### config.mk
export PLATFORM = sky130hd
export DESIGN_NAME = typed_byte_memory_with_bounds_check
export DESIGN_NICKNAME = d
export VERILOG_FILES = /design/src/rtl/tbm_pkg.sv /design/src/rtl/typed_byte_memory_with_bounds_check.sv
export SDC_FILE = /design/constraint.sdc
export NUM_CORES = 1
export LEC_CHECK = 0
export ABC_CLOCK_PERIOD_IN_PS = 14300
export BUFFER_PORTS_ARGS = -buffer_cell sky130_fd_sc_hd__buf_2
export CAP_MARGIN = 30
export CORE_MARGIN = 2
export CORE_UTILIZATION = 24
export DETAILED_ROUTE_END_ITERATION = 6
export PLACE_DENSITY = 0.4
export SYNTH_ARGS = -nofsm -noshare
export SYNTH_HDL_FRONTEND = slang
export SYNTH_SLANG_ARGS = --single-unit
export TNS_END_PERCENT = 10
### constraint.sdc
create_clock -name clock -period 14.3 [get_ports clock]
set_clock_uncertainty 0.15 [all_clocks]
set_input_delay 1.43 -clock clock [delete_from_list [all_inputs] [get_ports clock]]
set_output_delay 1.43 -clock clock [all_outputs]
set_load 0.02 [all_outputs]
### src/rtl/tbm_pkg.sv
// Shared types, codes and the sequencer control store for the typed byte memory.
// Used by the top level and by its port checker; depends on nothing.
package tbm_pkg;

   localparam int MEM_BYTES_DEF = 64;
   localparam int CFG_W         = 7;
   localparam int CSR_ADDR_W    = 3;
   localparam int CSR_DATA_W    = 32;

   localparam logic [CFG_W-1:0] SIZE_RESET = 7'd64;

   // register index decoded from csr address bit 2
   localparam logic REG_MEMORY_SIZE = 1'b0;

   localparam logic CMD_SET = 1'b0;
   localparam logic CMD_GET = 1'b1;

   localparam logic [1:0] KIND_STRING = 2'd0;
   localparam logic [1:0] KIND_WORD   = 2'd1;
   localparam logic [1:0] KIND_HALF   = 2'd2;
   localparam logic [1:0] KIND_BYTE   = 2'd3;

   localparam logic [1:0] RES_NUM   = 2'd0;
   localparam logic [1:0] RES_CHAR  = 2'd1;
   localparam logic [1:0] RES_EMPTY = 2'd2;
   localparam logic [1:0] RES_VIOL  = 2'd3;

   typedef struct packed {
      logic               command;
      logic [1:0]         data_kind;
      logic signed [15:0] position;
      logic [31:0]        write_value;
      logic               char_present;
      logic               string_last;
   } req_payload_type;

   typedef struct packed {
      logic [1:0]  result_kind;
      logic [31:0] read_value;
      logic        last_result;
   } rsp_payload_type;

   typedef enum logic [3:0] {
      STEP_IDLE  = 4'd0,
      STEP_STR   = 4'd1,
      STEP_VIOL  = 4'd2,
      STEP_NSET  = 4'd3,
      STEP_NCHK  = 4'd4,
      STEP_NGET0 = 4'd5,
      STEP_NGET  = 4'd6,
      STEP_NOUT  = 4'd7,
      STEP_SGRD  = 4'd8,
      STEP_SGDAT = 4'd9,
      STEP_SGCH  = 4'd10,
      STEP_SGEND = 4'd11
   } step_type;

   typedef enum logic [3:0] {
      ACT_ACCEPT,
      ACT_STR_ITEM,
      ACT_WR_BYTE,
      ACT_RD_FIRST,
      ACT_RD_COLLECT,
      ACT_EMIT_VIOL,
      ACT_EMIT_NUM,
      ACT_SG_READ,
      ACT_SG_CHAR,
      ACT_SG_END,
      ACT_NONE
   } act_type;

   typedef enum logic [3:0] {
      COND_ALWAYS,
      COND_DISPATCH,
      COND_STR_VIOL,
      COND_LANE_DONE,
      COND_OVER,
      COND_OUT_FREE,
      COND_IN_RANGE,
      COND_BYTE_ZERO,
      COND_CHAR_DONE
   } cond_type;

   typedef struct packed {
      act_type  act;
      cond_type cond;
      step_type tgt_t;
      step_type tgt_f;
   } uword_type;

   // control store: action, jump condition, target when true, target when false
   function automatic uword_type ucode(step_type s);
      uword_type w;
      unique case (s)
         STEP_IDLE:  w = '{ACT_ACCEPT,     COND_DISPATCH,  STEP_IDLE,  STEP_IDLE};
         STEP_STR:   w = '{ACT_STR_ITEM,   COND_STR_VIOL,  STEP_VIOL,  STEP_IDLE};
         STEP_VIOL:  w = '{ACT_EMIT_VIOL,  COND_OUT_FREE,  STEP_IDLE,  STEP_VIOL};
         STEP_NSET:  w = '{ACT_WR_BYTE,    COND_LANE_DONE, STEP_NCHK,  STEP_NSET};
         STEP_NCHK:  w = '{ACT_NONE,       COND_OVER,      STEP_VIOL,  STEP_IDLE};
         STEP_NGET0: w = '{ACT_RD_FIRST,   COND_ALWAYS,    STEP_NGET,  STEP_NGET};
         STEP_NGET:  w = '{ACT_RD_COLLECT, COND_LANE_DONE, STEP_NOUT,  STEP_NGET};
         STEP_NOUT:  w = '{ACT_EMIT_NUM,   COND_OUT_FREE,  STEP_IDLE,  STEP_NOUT};
         STEP_SGRD:  w = '{ACT_SG_READ,    COND_IN_RANGE,  STEP_SGDAT, STEP_SGEND};
         STEP_SGDAT: w = '{ACT_NONE,       COND_BYTE_ZERO, STEP_SGEND, STEP_SGCH};
         STEP_SGCH:  w = '{ACT_SG_CHAR,    COND_CHAR_DONE, STEP_SGRD,  STEP_SGCH};
         STEP_SGEND: w = '{ACT_SG_END,     COND_OUT_FREE,  STEP_IDLE,  STEP_SGEND};
         default:    w = '{ACT_ACCEPT,     COND_DISPATCH,  STEP_IDLE,  STEP_IDLE};
      endcase
      return w;
   endfunction

   // index of the last byte lane of a numeric access
   function automatic logic [1:0] last_lane(logic [1:0] kind);
      logic [1:0] n;
      case (kind)
         KIND_WORD: n = 2'd3;
         KIND_HALF: n = 2'd1;
         default:   n = 2'd0;
      endcase
      return n;
   endfunction

endpackage

### src/rtl/typed_byte_memory_with_bounds_check.sv
// Typed byte memory with bounds check: top level, microcoded sequencer and datapath.
// Depends on tbm_pkg for payload types, codes and the control store.
//
//   channel  direction  handshake          payload
//   req      in         req_valid/stall    req_payload (tbm_pkg::req_payload_type)
//   rsp      out        rsp_valid/stall    rsp_payload (tbm_pkg::rsp_payload_type)
//   csr      in/out     APB-style write    memory_size at byte address 0
//
// One transaction at a time; the single-port byte store with a registered read sets the pace.
// String set item: STEP_STR, then STEP_VIOL with a violation result. Numeric set: STEP_NSET per lane,
// then STEP_NCHK, then STEP_VIOL on violation. Numeric get: STEP_NGET0, STEP_NGET per lane, STEP_NOUT;
// STEP_VIOL alone when out of bounds. String get: STEP_SGRD, STEP_SGDAT, STEP_SGCH per character, then STEP_SGEND.
// Reset clears the store at once through per-byte valid bits; no clearing pass.
// A stalled result waits in the output register; the next transaction is taken meanwhile.
module typed_byte_memory_with_bounds_check #(
   parameter int MEM_BYTES = tbm_pkg::MEM_BYTES_DEF
) (
   input  logic                             clock,
   input  logic                             reset,
   input  logic                             req_valid,
   output logic                             req_stall,
   input  tbm_pkg::req_payload_type         req_payload,
   output logic                             rsp_valid,
   input  logic                             rsp_stall,
   output tbm_pkg::rsp_payload_type         rsp_payload,
   input  logic                             csr_psel,
   input  logic                             csr_penable,
   input  logic                             csr_pwrite,
   input  logic [tbm_pkg::CSR_ADDR_W-1:0]   csr_paddr,
   input  logic [tbm_pkg::CSR_DATA_W-1:0]   csr_pwdata,
   output logic [tbm_pkg::CSR_DATA_W-1:0]   csr_prdata,
   output logic                             csr_pready
);

   localparam int IDX_W = (MEM_BYTES > 1) ? $clog2(MEM_BYTES) : 1;
   localparam logic [tbm_pkg::CFG_W-1:0] MEM_LIMIT = tbm_pkg::CFG_W'(MEM_BYTES);

   tbm_pkg::step_type        pc_ff, pc_in;
   tbm_pkg::uword_type       uw;
   tbm_pkg::step_type        disp_step;

   logic [tbm_pkg::CFG_W-1:0] cfg_size_ff;
   logic [tbm_pkg::CFG_W-1:0] sz;

   logic [15:0] addr_ff, addr_in;
   logic [1:0]  lane_ff, lane_in;
   logic [1:0]  nlast_ff, nlast_in;
   logic        over_ff, over_in;
   logic [31:0] value_ff, value_in;
   logic        cp_ff, cp_in;
   logic        last_ff, last_in;
   logic        str_active_ff, str_active_in;
   logic [15:0] str_start_ff, str_start_in;
   logic [15:0] str_len_ff, str_len_in;
   logic        str_neg_ff, str_neg_in;
   logic [7:0]  pend_ff, pend_in;
   logic        pend_vld_ff, pend_vld_in;

   logic                     rsp_valid_ff, rsp_valid_in;
   tbm_pkg::rsp_payload_type rsp_payload_ff, rsp_payload_in;
   logic                     out_load;
   tbm_pkg::rsp_payload_type out_data;

   logic [7:0]           mem_ram [MEM_BYTES];
   logic [MEM_BYTES-1:0] vb_ff;
   logic                 mem_we, mem_re;
   logic [IDX_W-1:0]     mem_waddr;
   logic [7:0]           mem_wdata;
   logic [7:0]           rd_data_ff;
   logic                 rd_vld_ff;

   logic        req_accept, cfg_write;
   logic        out_free, in_range, lane_done, cond_ok;
   logic [7:0]  rd_byte;
   logic [15:0] pos_bits;
   logic        pos_neg, str_take, in_over;
   logic [1:0]  in_nlast;
   logic [16:0] str_addr, str_end;
   logic [15:0] str_len_nx;
   logic        str_viol;

   // ---------------------------------------------------------------- config
   assign cfg_write  = csr_psel && csr_penable && csr_pwrite && csr_pready;
   assign csr_pready = 1'b1;
   assign csr_prdata = (csr_paddr[2] == tbm_pkg::REG_MEMORY_SIZE)
                       ? {{(tbm_pkg::CSR_DATA_W-tbm_pkg::CFG_W){1'b0}}, cfg_size_ff}
                       : '0;

   always_ff @(posedge clock) begin
      if (reset) begin
         cfg_size_ff <= tbm_pkg::SIZE_RESET;
      end else if (cfg_write && csr_paddr[2] == tbm_pkg::REG_MEMORY_SIZE) begin
         cfg_size_ff <= csr_pwdata[tbm_pkg::CFG_W-1:0];
      end
   end

   assign sz = (cfg_size_ff > MEM_LIMIT) ? MEM_LIMIT : cfg_size_ff;

   // ---------------------------------------------------------------- store
   always_ff @(posedge clock) begin
      if (mem_we) begin
         mem_ram[mem_waddr] <= mem_wdata;
      end
      if (mem_re) begin
         rd_data_ff <= mem_ram[addr_ff[IDX_W-1:0]];
         rd_vld_ff  <= vb_ff[addr_ff[IDX_W-1:0]];
      end
   end

   always_ff @(posedge clock) begin
      if (reset) begin
         vb_ff <= '0;
      end else if (mem_we) begin
         vb_ff[mem_waddr] <= 1'b1;
      end
   end

   // a byte never written reads as zero
   assign rd_byte = rd_vld_ff ? rd_data_ff : 8'h00;

   // ---------------------------------------------------------------- decode
   assign uw         = tbm_pkg::ucode(pc_ff);
   assign req_stall  = (uw.act != tbm_pkg::ACT_ACCEPT);
   assign req_accept = req_valid && !req_stall;
   assign out_free   = !rsp_valid_ff || !rsp_stall;
   assign in_range   = addr_ff < {9'b0, sz};
   assign lane_done  = (lane_ff == nlast_ff);

   assign pos_bits = req_payload.position;
   assign pos_neg  = pos_bits[15];
   assign in_nlast = tbm_pkg::last_lane(req_payload.data_kind);
   assign in_over  = ({1'b0, pos_bits} + {15'b0, in_nlast} + 17'd1) > {10'b0, sz};
   assign str_take = str_active_ff ||
                     (req_payload.command == tbm_pkg::CMD_SET &&
                      req_payload.data_kind == tbm_pkg::KIND_STRING);

   assign str_addr   = {1'b0, str_start_ff} + {1'b0, str_len_ff};
   assign str_len_nx = (cp_ff && str_len_ff != 16'hFFFF) ? str_len_ff + 16'd1 : str_len_ff;
   assign str_end    = {1'b0, str_start_ff} + {1'b0, str_len_nx};
   assign str_viol   = str_neg_ff || (str_end >= {10'b0, sz});

   always_comb begin
      if (str_take) begin
         disp_step = tbm_pkg::STEP_STR;
      end else if (pos_neg) begin
         disp_step = tbm_pkg::STEP_VIOL;
      end else if (req_payload.data_kind == tbm_pkg::KIND_STRING) begin
         disp_step = tbm_pkg::STEP_SGRD;
      end else if (req_payload.command == tbm_pkg::CMD_SET) begin
         disp_step = tbm_pkg::STEP_NSET;
      end else if (in_over) begin
         disp_step = tbm_pkg::STEP_VIOL;
      end else begin
         disp_step = tbm_pkg::STEP_NGET0;
      end
   end

   // ---------------------------------------------------------------- sequencer
   always_ff @(posedge clock) begin
      if (reset) begin
         pc_ff <= tbm_pkg::STEP_IDLE;
      end else begin
         pc_ff <= pc_in;
      end
   end

   always_comb begin
      unique case (uw.cond)
         tbm_pkg::COND_ALWAYS:    cond_ok = 1'b1;
         tbm_pkg::COND_DISPATCH:  cond_ok = req_accept;
         tbm_pkg::COND_STR_VIOL:  cond_ok = last_ff && str_viol;
         tbm_pkg::COND_LANE_DONE: cond_ok = lane_done;
         tbm_pkg::COND_OVER:      cond_ok = over_ff;
         tbm_pkg::COND_OUT_FREE:  cond_ok = out_free;
         tbm_pkg::COND_IN_RANGE:  cond_ok = in_range;
         tbm_pkg::COND_BYTE_ZERO: cond_ok = (rd_byte == 8'h00);
         tbm_pkg::COND_CHAR_DONE: cond_ok = !pend_vld_ff || out_free;
         default:                 cond_ok = 1'b0;
      endcase

      if (cond_ok) begin
         pc_in = (uw.cond == tbm_pkg::COND_DISPATCH) ? disp_step : uw.tgt_t;
      end else begin
         pc_in = uw.tgt_f;
      end
   end

   // ---------------------------------------------------------------- datapath
   always_comb begin
      addr_in       = addr_ff;
      lane_in       = lane_ff;
      nlast_in      = nlast_ff;
      over_in       = over_ff;
      value_in      = value_ff;
      cp_in         = cp_ff;
      last_in       = last_ff;
      str_active_in = str_active_ff;
      str_start_in  = str_start_ff;
      str_len_in    = str_len_ff;
      str_neg_in    = str_neg_ff;
      pend_in       = pend_ff;
      pend_vld_in   = pend_vld_ff;
      mem_we        = 1'b0;
      mem_re        = 1'b0;
      mem_waddr     = addr_ff[IDX_W-1:0];
      mem_wdata     = value_ff[7:0];
      out_load      = 1'b0;
      out_data      = '{tbm_pkg::RES_VIOL, 32'd0, 1'b1};

      unique case (uw.act)
         tbm_pkg::ACT_ACCEPT: begin
            if (req_accept) begin
               addr_in     = pos_bits;
               lane_in     = 2'd0;
               nlast_in    = in_nlast;
               over_in     = in_over;
               // string items keep their character whatever their command
               value_in    = (req_payload.command == tbm_pkg::CMD_SET || str_take)
                             ? req_payload.write_value : 32'd0;
               cp_in       = req_payload.char_present;
               last_in     = req_payload.string_last;
               pend_vld_in = 1'b0;
               // first item of a string set opens it
               if (str_take && !str_active_ff) begin
                  str_active_in = 1'b1;
                  str_neg_in    = pos_neg;
                  str_start_in  = pos_neg ? 16'd0 : pos_bits;
                  str_len_in    = 16'd0;
               end
            end
         end
         tbm_pkg::ACT_STR_ITEM: begin
            if (cp_ff && !str_neg_ff && str_addr < {10'b0, sz}) begin
               mem_we    = 1'b1;
               mem_waddr = str_addr[IDX_W-1:0];
               mem_wdata = value_ff[7:0];
            end
            str_len_in = str_len_nx;
            if (last_ff) begin
               str_active_in = 1'b0;
            end
         end
         tbm_pkg::ACT_WR_BYTE: begin
            // store only the lanes below the end
            if (in_range) begin
               mem_we    = 1'b1;
               mem_wdata = value_ff[8*lane_ff +: 8];
            end
            if (!lane_done) begin
               addr_in = addr_ff + 16'd1;
               lane_in = lane_ff + 2'd1;
            end
         end
         tbm_pkg::ACT_RD_FIRST: begin
            mem_re  = 1'b1;
            addr_in = addr_ff + 16'd1;
         end
         tbm_pkg::ACT_RD_COLLECT: begin
            value_in[8*lane_ff +: 8] = rd_byte;
            if (!lane_done) begin
               mem_re  = 1'b1;
               addr_in = addr_ff + 16'd1;
               lane_in = lane_ff + 2'd1;
            end
         end
         tbm_pkg::ACT_EMIT_VIOL: begin
            out_load = out_free;
            out_data = '{tbm_pkg::RES_VIOL, 32'd0, 1'b1};
         end
         tbm_pkg::ACT_EMIT_NUM: begin
            out_load = out_free;
            out_data = '{tbm_pkg::RES_NUM, value_ff, 1'b1};
         end
         tbm_pkg::ACT_SG_READ: begin
            if (in_range) begin
               mem_re  = 1'b1;
               addr_in = addr_ff + 16'd1;
            end
         end
         tbm_pkg::ACT_SG_CHAR: begin
            // hold one character back until the next byte tells whether it is last
            if (pend_vld_ff) begin
               if (out_free) begin
                  out_load = 1'b1;
                  out_data = '{tbm_pkg::RES_CHAR, {24'd0, pend_ff}, 1'b0};
                  pend_in  = rd_byte;
               end
            end else begin
               pend_in     = rd_byte;
               pend_vld_in = 1'b1;
            end
         end
         tbm_pkg::ACT_SG_END: begin
            out_load = out_free;
            out_data = pend_vld_ff ? '{tbm_pkg::RES_CHAR, {24'd0, pend_ff}, 1'b1}
                                   : '{tbm_pkg::RES_EMPTY, 32'd0, 1'b1};
         end
         tbm_pkg::ACT_NONE: begin
         end
         default: begin
         end
      endcase
   end

   always_comb begin
      if (out_load) begin
         rsp_valid_in   = 1'b1;
         rsp_payload_in = out_data;
      end else begin
         rsp_valid_in   = rsp_valid_ff && rsp_stall;
         rsp_payload_in = rsp_payload_ff;
      end
   end

   always_ff @(posedge clock) begin
      if (reset) begin
         str_active_ff <= 1'b0;
         str_start_ff  <= 16'd0;
         str_len_ff    <= 16'd0;
         str_neg_ff    <= 1'b0;
         pend_vld_ff   <= 1'b0;
         rsp_valid_ff  <= 1'b0;
      end else begin
         str_active_ff <= str_active_in;
         str_start_ff  <= str_start_in;
         str_len_ff    <= str_len_in;
         str_neg_ff    <= str_neg_in;
         pend_vld_ff   <= pend_vld_in;
         rsp_valid_ff  <= rsp_valid_in;
      end
   end

   always_ff @(posedge clock) begin
      addr_ff        <= addr_in;
      lane_ff        <= lane_in;
      nlast_ff       <= nlast_in;
      over_ff        <= over_in;
      value_ff       <= value_in;
      cp_ff          <= cp_in;
      last_ff        <= last_in;
      pend_ff        <= pend_in;
      rsp_payload_ff <= rsp_payload_in;
   end

   assign rsp_valid   = rsp_valid_ff;
   assign rsp_payload = rsp_payload_ff;

endmodule

==> reports/qor.csv <==
metric,value,unit
yosysSeqAreaShare,63.2,%
cp_slowest_stage_delay,0.66,ns
syn_inst,2447,
syn_area,0.0333,sq mm
grt-ovfl-total,0,
tightest_slew,1.17,ns
io_buffers,111,
slowest_stage,nor3_1,
min_path_type,register to register,
setup_ws,7.80,ns
r2r-start,str_len_ff[6]$_SDFFE_PP0P_,
clock-sinks,741,
grt_pass1_vias,20900,
setup-violations-final,0,
nets,2723,
yosys-top-cells-area,"edfxtp_1 56%, dfxtp_1 7.3%, mux4_2 6.0%",
cts_root_buf,clkbuf_16,
cts.htree.levels,3,
cts_resized,0,
slew_violations,0,
crit_type,register to register,
antenna_found_initial,1,
hold_buffers,0,
synth_ff_type,edfxtp_1,
grt_pass1_wl,140000,um
die-area,0.142,sq mm
worstHoldStart,vb_ff[57]$_SDFFE_PP0P_,
row_count,136,
final_antenna_net_count,0,
yosysTopAreaCell,edfxtp_1,
routed_wl,95400,um
timing.critical_path.required,14.74,ns
drt_iter0_markers,1459,
yosysWarnings,0,
hpwl,62600,um
r2r_cells,21,
pre_cts_slack,7.42,ns
die_y,376,um
ys_async_sr_fraction,0,%
whs_path_depth,2,
vias,20700,
synth_cell_types,83,
max_freq,154,MHz
core_area,0.137,sq mm
via_per_inst,4.68,
startpoint,str_len_ff[6]$_SDFFE_PP0P_,
cts_tree,done,
setup.worst_path.end_class,register,
tns,0,ns
fin_crit_sh,45.5,%
maxSlewHeadroom,21.9,%
floorplan.initialDensity,24.2,%
syn_area_per_cell,13.6,sq um
power_density,183,mW/mm^2
cts_buffer_depth,3,
grtUsageTotal,13.2,%
cts_setup_buffers,0,
fin_crit,6.50,ns
cts_buffers,84,
gp_congestion,0.842,
yosysTopAreaCellShare,55.8,%
grt_max_degree,123,
ys_ff_latch,741,
cp.arrival,6.94,ns
synth_edf_count,619,
path_clk_slew,0.06,ns
pin_count,165,
clkLatencyLatePin,0.66,ns
path_max_fanout,9,
p_leak,0.0133,uW
drtPass1Iterations,5,
crit_chain,nand4_1 > nor4_2 > a31oi_1 > nand2_1 > nor3_1 > nand3_1 > xnor2_1 > ha_1 > a21oi_1 > o21ai_0 > o21bai_1 > nand3_1 > xor2_1 > nor4_4 > a41oi_4 > mux2i_1 > nor2_1 > inv_1 > ha_1 > mux2_2 > o22ai_1,
outcome,finished clean,
irDropWorstVdd,0.151,mV
start_kind,register,
rsz0062_at_grt,no,
drc_errors,0,
hold_viol,0,
cap_violations,0,
area_growth,15.9,%
drive_gt1_share,17.3,%
wl_per_cell,21.6,um
die_w,376,um
==> per-stage QoR <==
step                      area, sq um  util [%]  total power [uW]  hold slack, ns  std cells
after floorplan                 33400         -              4160           0.277       2471
after global placement          35800      26.0              5020           0.292       4252
after detailed placement        35800      26.1              5050           0.304       4256
after CTS                       38500      28.0              7160           0.318       4409
after global routing            38600      28.0              7400           0.339       4414
final                           38600      28.1              7060           0.316       4416
==> worst max-delay path, delay by kind of cell, from the launching register on <==
kind	cells	cell delay, ns
xor gates and xnor gates	2	0.53
muxes	2	0.81
adders and majority gates	2	0.66
AOI/OAI and AO/OA	6	1.79
DFF	1	0.42
buffers and inverters	1	0.15
and+or+nand+nor	8	1.91
==> where the power goes <==
group | leakage, uW | switching [uW] | internal [uW]
combinational | 0.00536 | 1450 | 745
clock | 0.00130 | 897 | 1190
sequential | 0.00661 | 116 | 2660
total | 0.0133 | 2470 | 4590
==> layout by cell type (no fill, tap or decap), types with 72 or more instances in the layout <==
cell type    n
clkbuf_16   85
edfxtp_1   619
buf_2      111
a21oi_1    211
nor2_1     244
dfxtp_1    122
o21ai_0     79
ha_1        72
nand2_1    137
mux2i_1    136
mux4_2      89
==> synth_stat cells (all sizes together) (16+ instances only) <==
cell    instances
o21ai          85
o22ai          42
buf            52
a22o           27
nor2          246
a21oi         213
xnor2          31
o221ai         37
ha             72
edfxtp        619
inv            50
nor3           27
nor2b          20
mux2           56
nor4           16
clkbuf        103
nand3          24
xor2           26
nand2         137
dfxtp         122
and2           32
mux4           89
mux2i         137
==> flip-flops by register name, indices dropped and copies added, names as in the netlist <==
name,flops
rsp_payload,35
pend_vld_ff,1
uw,16
pend_ff,8
cfg_size_ff,7
str_active_ff,1
addr_ff,16
rsp_valid,1
str_start_ff,15
last_ff,1
value_ff,32
cp_ff,1
vb_ff,64
over_ff,1
str_len_ff,16
mem_ram,512
rd_data_ff,8
str_neg_ff,1
rd_vld_ff,1
nlast_ff,2
lane_ff,2
==> area by class of cell <==
class,instances,area [sq um]
Clock inverter,41,383
Timing Repair Buffer,151,940
Clock buffer,112,2260
Inverter,50,188
Fill cell,13900,98900
Sequential cell,741,21000
Multi-Input combinational cell,1525,11500
Antenna cell,2,5.00
Tap cell,1794,2240
==> layer usage <==
layer  routed length (um)  vias up  GRT usage [%]
met1                44700    10600           18.2
li1                     -     9543              -
met5                    0        -              0
met3                 3660      120           2.09
met4                 1660        0           2.66
met2                45400      421           22.0
==> logic make-up (layout without fill, tap and decap cells) <==
family	count (synthesis)	after routing	share of synthesized area [%]
other cells	2	28	0.0226
xor+xnor	57	57	1.50
simple gates	586	586	8.34
compound gates	499	499	9.33
flops	741	741	63.2
fa+ha+maj	75	75	2.89
mux	282	282	12.0
buf+inv	205	354	2.70
==> path summary, 6_finish.rpt <==
check | to | slack [ns]
worst max register to register | uw[10]$_DFF_P_ | 7.80
worst max-delay path | uw[10]$_DFF_P_ | 7.80
worst min-delay path | vb_ff[57]$_SDFFE_PP0P_ | 0.32
worst min register to register | vb_ff[57]$_SDFFE_PP0P_ | 0.32
(Power assumes the default switching activity.)
